### src/hw/rtl/hscfg_pkg.sv
// ----------------------------------------------------------------------------
// hscfg_pkg
// Types and link codes shared by the bridge modules.
// ----------------------------------------------------------------------------
package hscfg_pkg;

   // codes seen on and driven to the partner link
   localparam logic [2:0] CODE_READY = 3'h3;
   localparam logic [2:0] CODE_PUT   = 3'h4;
   localparam logic [2:0] CODE_ACK0  = 3'h5;
   localparam logic [2:0] CODE_ACK1  = 3'h2;
   localparam logic [2:0] CODE_DONE  = 3'h6;

   // trailing clock register reset value
   localparam logic [7:0] TRAILING_RESET = 8'd64;

   typedef enum logic [1:0] {
      PH_WAIT_READY = 2'd0,
      PH_WAIT_PUT   = 2'd1,
      PH_RECEIVE    = 2'd2,
      PH_ENDED      = 2'd3
   } phase_type;

   // transfer state carried from beat to beat
   typedef struct packed {
      phase_type  phase;
      logic       expected_tag;
      logic       done_seen;
      logic [2:0] link_out;
   } state_type;

   // one input beat
   typedef struct packed {
      logic       link_tag;
      logic [2:0] link_code;
      logic [7:0] link_data;
      logic       done_level;
   } poll_type;

   // one result beat
   typedef struct packed {
      logic [2:0] link_out;
      logic       cfg_valid;
      logic [7:0] cfg_byte;
      logic [7:0] extra_clock_count;
      logic [1:0] transfer_phase;
   } result_type;

endpackage

### src/hw/rtl/handshake_to_fpga_config_bridge.sv
// A poll accepted at a clock edge shows its result beat from the next cycle.
// Throughput: one poll per cycle while the result side is ready; the result register refills while being taken.
// Rate is set by the single result register between the step logic and rsp_.
// Reset (synchronous, active high): phase wait-ready, tag 0, link code ready,
// trailing clocks 64, result register empty.
// ----------------------------------------------------------------------------
// handshake_to_fpga_config_bridge
// Tagged byte link to FPGA configuration port bridge, one poll per beat.
// ----------------------------------------------------------------------------
module handshake_to_fpga_config_bridge (
   input  logic       clock,
   input  logic       reset,
   // poll channel
   input  logic       req_valid,
   output logic       req_ready,
   input  logic       req_link_tag,
   input  logic [2:0] req_link_code,
   input  logic [7:0] req_link_data,
   input  logic       req_done_level,
   // result channel
   output logic       rsp_valid,
   input  logic       rsp_ready,
   output logic [2:0] rsp_link_out,
   output logic       rsp_cfg_valid,
   output logic [7:0] rsp_cfg_byte,
   output logic [7:0] rsp_extra_clock_count,
   output logic [1:0] rsp_transfer_phase,
   // trailing clocks register
   input  logic       csr_wr_en,
   input  logic [7:0] csr_wr_data
);

   hscfg_pkg::state_type  state_ff;
   hscfg_pkg::state_type  state_in;
   hscfg_pkg::result_type result_ff;
   hscfg_pkg::result_type result_in;
   hscfg_pkg::poll_type   poll;
   logic                  rsp_valid_ff;
   logic [7:0]            trailing_ff;
   logic                  accept;

   assign req_ready = !rsp_valid_ff || rsp_ready;
   assign accept    = req_valid && req_ready;
   assign poll      = '{link_tag:   req_link_tag,
                        link_code:  req_link_code,
                        link_data:  req_link_data,
                        done_level: req_done_level};

   hscfg_step u_step (
      .state_cur       (state_ff),
      .poll            (poll),
      .trailing_clocks (trailing_ff),
      .state_nxt       (state_in),
      .result          (result_in)
   );

   // trailing clock count register
   always_ff @(posedge clock) begin
      if (reset) begin
         trailing_ff <= hscfg_pkg::TRAILING_RESET;
      end else if (csr_wr_en) begin
         trailing_ff <= csr_wr_data;
      end
   end

   // transfer state, advanced per accepted beat
   always_ff @(posedge clock) begin
      if (reset) begin
         state_ff.phase        <= hscfg_pkg::PH_WAIT_READY;
         state_ff.expected_tag <= 1'b0;
         state_ff.done_seen    <= 1'b0;
         state_ff.link_out     <= hscfg_pkg::CODE_READY;
      end else if (accept) begin
         state_ff <= state_in;
      end
   end

   // result register valid
   always_ff @(posedge clock) begin
      if (reset) begin
         rsp_valid_ff <= 1'b0;
      end else if (accept) begin
         rsp_valid_ff <= 1'b1;
      end else if (rsp_ready) begin
         rsp_valid_ff <= 1'b0;
      end
   end

   // result payload
   always_ff @(posedge clock) begin
      if (accept) begin
         result_ff <= result_in;
      end
   end

   assign rsp_valid             = rsp_valid_ff;
   assign rsp_link_out          = result_ff.link_out;
   assign rsp_cfg_valid         = result_ff.cfg_valid;
   assign rsp_cfg_byte          = result_ff.cfg_byte;
   assign rsp_extra_clock_count = result_ff.extra_clock_count;
   assign rsp_transfer_phase    = result_ff.transfer_phase;

endmodule

### src/hw/rtl/hscfg_step.sv
// ----------------------------------------------------------------------------
// hscfg_step
// Next-state and result logic for one link poll.
// ----------------------------------------------------------------------------
module hscfg_step (
   input  hscfg_pkg::state_type  state_cur,
   input  hscfg_pkg::poll_type   poll,
   input  logic [7:0]            trailing_clocks,
   output hscfg_pkg::state_type  state_nxt,
   output hscfg_pkg::result_type result
);

   hscfg_pkg::phase_type phase_mid;
   logic                 tag_mid;
   logic [7:0]           data_rev;

   // configuration pins take the byte LSB first
   always_comb begin
      for (int i = 0; i < 8; i++) begin
         data_rev[i] = poll.link_data[7 - i];
      end
   end

   // start-up handshake: ready, then put (tag ignored here)
   always_comb begin
      phase_mid = state_cur.phase;
      tag_mid   = state_cur.expected_tag;
      case (state_cur.phase)
         hscfg_pkg::PH_WAIT_READY: begin
            if (poll.link_code == hscfg_pkg::CODE_READY) phase_mid = hscfg_pkg::PH_WAIT_PUT;
         end
         hscfg_pkg::PH_WAIT_PUT: begin
            if (poll.link_code == hscfg_pkg::CODE_PUT) begin
               phase_mid = hscfg_pkg::PH_RECEIVE;
               tag_mid   = 1'b0;
            end
         end
         default: ;
      endcase
   end

   // receive phase; the opening put is also the first received byte
   always_comb begin
      state_nxt              = state_cur;
      state_nxt.phase        = phase_mid;
      state_nxt.expected_tag = tag_mid;
      result                 = '0;
      if (phase_mid == hscfg_pkg::PH_RECEIVE && poll.link_tag == tag_mid) begin
         if (poll.link_code == hscfg_pkg::CODE_PUT) begin
            state_nxt.link_out     = tag_mid ? hscfg_pkg::CODE_ACK1 : hscfg_pkg::CODE_ACK0;
            state_nxt.expected_tag = ~tag_mid;
            result.cfg_valid       = 1'b1;
            result.cfg_byte        = data_rev;
            // first DONE after a clocked byte closes the transfer
            if (poll.done_level && !state_cur.done_seen) begin
               state_nxt.done_seen    = 1'b1;
               state_nxt.link_out     = hscfg_pkg::CODE_DONE;
               state_nxt.phase        = hscfg_pkg::PH_ENDED;
               result.extra_clock_count = trailing_clocks;
            end
         end else begin
            state_nxt.phase = hscfg_pkg::PH_ENDED;
         end
      end
      result.link_out       = state_nxt.link_out;
      result.transfer_phase = state_nxt.phase;
   end

endmodule

### config.mk
export PLATFORM = sky130hd
export DESIGN_NAME = handshake_to_fpga_config_bridge
export DESIGN_NICKNAME = d
export VERILOG_FILES = /design/src/hw/rtl/hscfg_pkg.sv /design/src/hw/rtl/handshake_to_fpga_config_bridge.sv /design/src/hw/rtl/hscfg_step.sv
export SDC_FILE = /design/constraint.sdc
export NUM_CORES = 1
export LEC_CHECK = 0
export ABC_AREA = 1
export BUFFER_PORTS_ARGS = -buffer_cell sky130_fd_sc_hd__buf_2
export CORE_AREA = 2 2 65 67
export DETAILED_ROUTE_END_ITERATION = 8
export DIE_AREA = 0 0 67 69
export GPL_TIMING_DRIVEN = 0
export HOLD_SLACK_MARGIN = 0.08
export PLACE_DENSITY = 0.72
export SYNTH_ARGS = -nofsm -noshare
export SYNTH_HDL_FRONTEND = slang
export SYNTH_SLANG_ARGS = --single-unit
### constraint.sdc
create_clock -name clock -period 4.2 [get_ports clock]
set_clock_uncertainty 0.2 [all_clocks]
set_input_delay 1.05 -clock clock [delete_from_list [all_inputs] [get_ports clock]]
set_output_delay 1.05 -clock clock [all_outputs]
set_load 0.005 [all_outputs]
==> summary.md <==
| Metric | Value |
|---|---|
| Status | `completed` |
| Mapped Area | `about 0.0016 mm²` |
| Post-Place Worst Slack | `1.07 ns` |
| # DRC | `0` |
| P_leak | `0.962 nW` |
| YS warnings | `0` |
| Final instance area | `around 0.002 mm²` |
| CP endpoint kind | `register` |
| Leading area contributor after synthesis | `edfxtp_1` |
| Die height | `69 µm` |
| Min Tclk post-route | `2.80 ns` |
| Ranking of synthesized cells by area | `edfxtp_1 (41%), dfxtp_1 (20%), nand2_1 (6.8%)` |
| Post-route ant nets | `0` |
| Endpoints failing hold | `0` |
| Sequential-to-total area share from yosys stat | `0.613` |
| I/O Pins | `50` |
| First-pass GRT wire length | `4880 µm` |
| Initial antenna violation count | `0` |
| Worst Setup SP | `rsp_ready` |
| Die Wd | `67 µm` |
| Synth top area share | `0.413` |
| WL per Instance | `10.6 µm` |
| Most Crowded Layer GR | `met2` |
| Max_cap viols | `0` |
| R2R Path End | `state_ff[4]` |
| Final worst setup slack | `1.40 ns` |
| Full die area | `approximately 0.0046 mm²` |
| Synthesized net count | `approximately 200` |
| Total gr overflow | `0` |
| Worst-skew pair later-pin latency | `approximately 0.28 ns` |
| Antenna cells | `0` |
| Nets | `251` |
| Postcts setup bufs | `0` |
| Clk sink count | `38` |
| Detailed-route wire length | `2930 µm` |
| Synth Register Bits | `38` |
| Port buffer count | `48` |
| Worst Setup EP | `state_ff[4]` |
| Hold WS | `0.258 ns` |
| GRT met3 Usage | `0.0326` |
| Req. time, crit path | `roughly 4.2 ns` |
| P per Cell Area | `369 mW/mm²` |
| P&R area growth vs syn | `24.1%` |
| # resized after CTS | `0` |
| Critical Path AT | `between 2 and 3 ns` |
| Total GRT Usage | `0.138` |
| Syn Inst Count | `170` |
| Clock root buffer | `clkbuf_8` |
| CP max FO | `30` |
| Initial Utilization | `0.409` |
| Final Non-Filler Cells | `276` |
| 1st-pass router iterations | `4` |
| Final Max Slew Viols | `0` |
| Share of layout cells above drive strength 1 | `0.323` |
| Placed cells | `268` |
| Endpoints failing setup | `0` |
| Setup_tns | `0 ns` |
| CTS tree | `built` |
| RSZ-0062 raised after global routing | `false` |
| Row Count | `23` |
| CP Class | `in -> reg` |
| Number of CTS-inserted buffers | `5` |
| Maximum root-to-sink buffer count | `2` |
| Reg2reg start | `rsp_valid` |
| Worst-Margin Slew | `0.934 ns` |
| Final Cycle Share | `0.667` |
| Syn avg cell area | `9.41 µm²` |
| Reg clk slew, reported paths | `0.07 ns` |
| CP startpoint kind | `input pin` |
| Routed via count | `1271` |
| Reg2Reg Depth | `5` |
| Met1 GRT Util | `0.151` |
| Met2 Usage GRT | `0.233` |
| Vias in the first global route | `1179` |
| Largest net degree at the start of global routing | `31` |
| H-tree levels | `2` |
| Worst R2R Setup Slack | `1.96 ns` |
| Vias per std cell | `4.61` |
| Hold Buf Count CTS | `0` |
| Hold Path Class | `reg -> reg` |
| Fill count | `372` |
| Iteration-0 DRC Markers | `between 80 and 90` |
| Fmax | `357 MHz` |
| Slew margin rel. | `0.373` |
| Core box area | `0.00391 mm²` |
| HPWL Detailed | `2140 µm` |
| Peak VDD IR | `216 µV` |
| Cell Area, Placed | `0.00190 mm²` |
| GPL Wtd Cong | `0.901` |
| Netlist cell types | `21` |
-- sequential cells by signal (all words and copies together), names as in the netlist --
signal,count
state_ff,7
rsp_extra_clock_count,8
rsp_valid,1
rsp_cfg_valid,1
rsp_transfer_phase,2
rsp_link_out,3
rsp_cfg_byte,8
trailing_ff,8
-- cells in the final DEF, fill, tap and decap left out --
master    synthesis  routed
a21oi_1          15      15
a31oi_1           1       1
buf_2             0      48
clkbuf_1          2       3
clkbuf_8          0       5
clkinv_1          1       1
clkinv_2          0       2
dfxtp_1          16      16
edfxtp_1         22      22
inv_1            28      28
inv_2             1       1
nand2_1          29      29
nand2_2           9       9
nand2_4           1       1
nand3_1           5       5
nand3_2           1       1
nand3_4           1       1
nand4_1           1       1
nor2_1           20      20
nor2_2            3       3
nor2_8            1       1
o21ai_0          11      11
o21ai_1           1       1
o21ai_2           1       1
-- synth_stat cells --
cell	instances
nand3_4	1
nor2_1	20
a31oi_1	1
nand2_1	29
clkinv_1	1
o21ai_0	11
o21ai_2	1
o21ai_1	1
clkbuf_1	2
nand3_1	5
dfxtp_1	16
a21oi_1	15
nor2_2	3
inv_2	1
nand3_2	1
nand2_4	1
edfxtp_1	22
nand2_2	9
inv_1	28
nand4_1	1
nor2_8	1
-- power by group --
group          internal, mW  switching (mW)
logic                0.0309          0.0478
registers             0.416         0.00626
clock network         0.115           0.118
total                 0.561           0.172
-- worst min-delay path by stage --
stage,slack [ns],cells past startpoint,endpoint,start
floorplan,0.23,2,trailing_ff[7],trailing_ff[7]
global placement,0.24,2,trailing_ff[7],trailing_ff[7]
detailed placement,0.25,2,trailing_ff[2],trailing_ff[2]
CTS,0.26,2,trailing_ff[2],trailing_ff[2]
global route,0.27,2,trailing_ff[7],trailing_ff[7]
finish,0.26,2,trailing_ff[0],trailing_ff[0]
-- critical path, cell delays in order --
cell	delay, ns
buf_2	0.09
inv_1	0.04
nand2_1	0.07
nand2_1	0.21
clkinv_1	0.79
o21ai_0	0.43
nor2_1	0.08
-- layer usage --
layer	vias up	part of all wire
li1	651	-
met1	567	0.41
met2	40	0.49
met3	13	0.060
met4	0	0.041
met5	-	0
-- stage by stage --
stage               power [mW]  utilization
global placement         0.508        0.486
global route             0.769        0.507
finish                   0.733        0.507
floorplan                0.476            -
CTS                      0.743        0.507
detailed placement       0.510        0.486
-- cells by family after synthesis --
logic type,Yosys count,synth area share
AO/OA/AOI/OAI,29,0.0938
AND/OR/NAND/NOR,71,0.218
buffers and inverters,32,0.0751
flip-flops,38,0.613
-- final cells by class --
cell class                 count  area [µm²]  area share
clock buffer                   6        72.6      0.0365
multi-input combinational    100         499       0.251
timing repair buffer          48         240       0.121
clock inverter                 2        10.0     0.00504
buffer                         2        7.51     0.00378
inverter                      30         113      0.0567
tap                           50        62.6      0.0315
sequential                    38         981       0.494
Power figures use the tool's default switching activity.
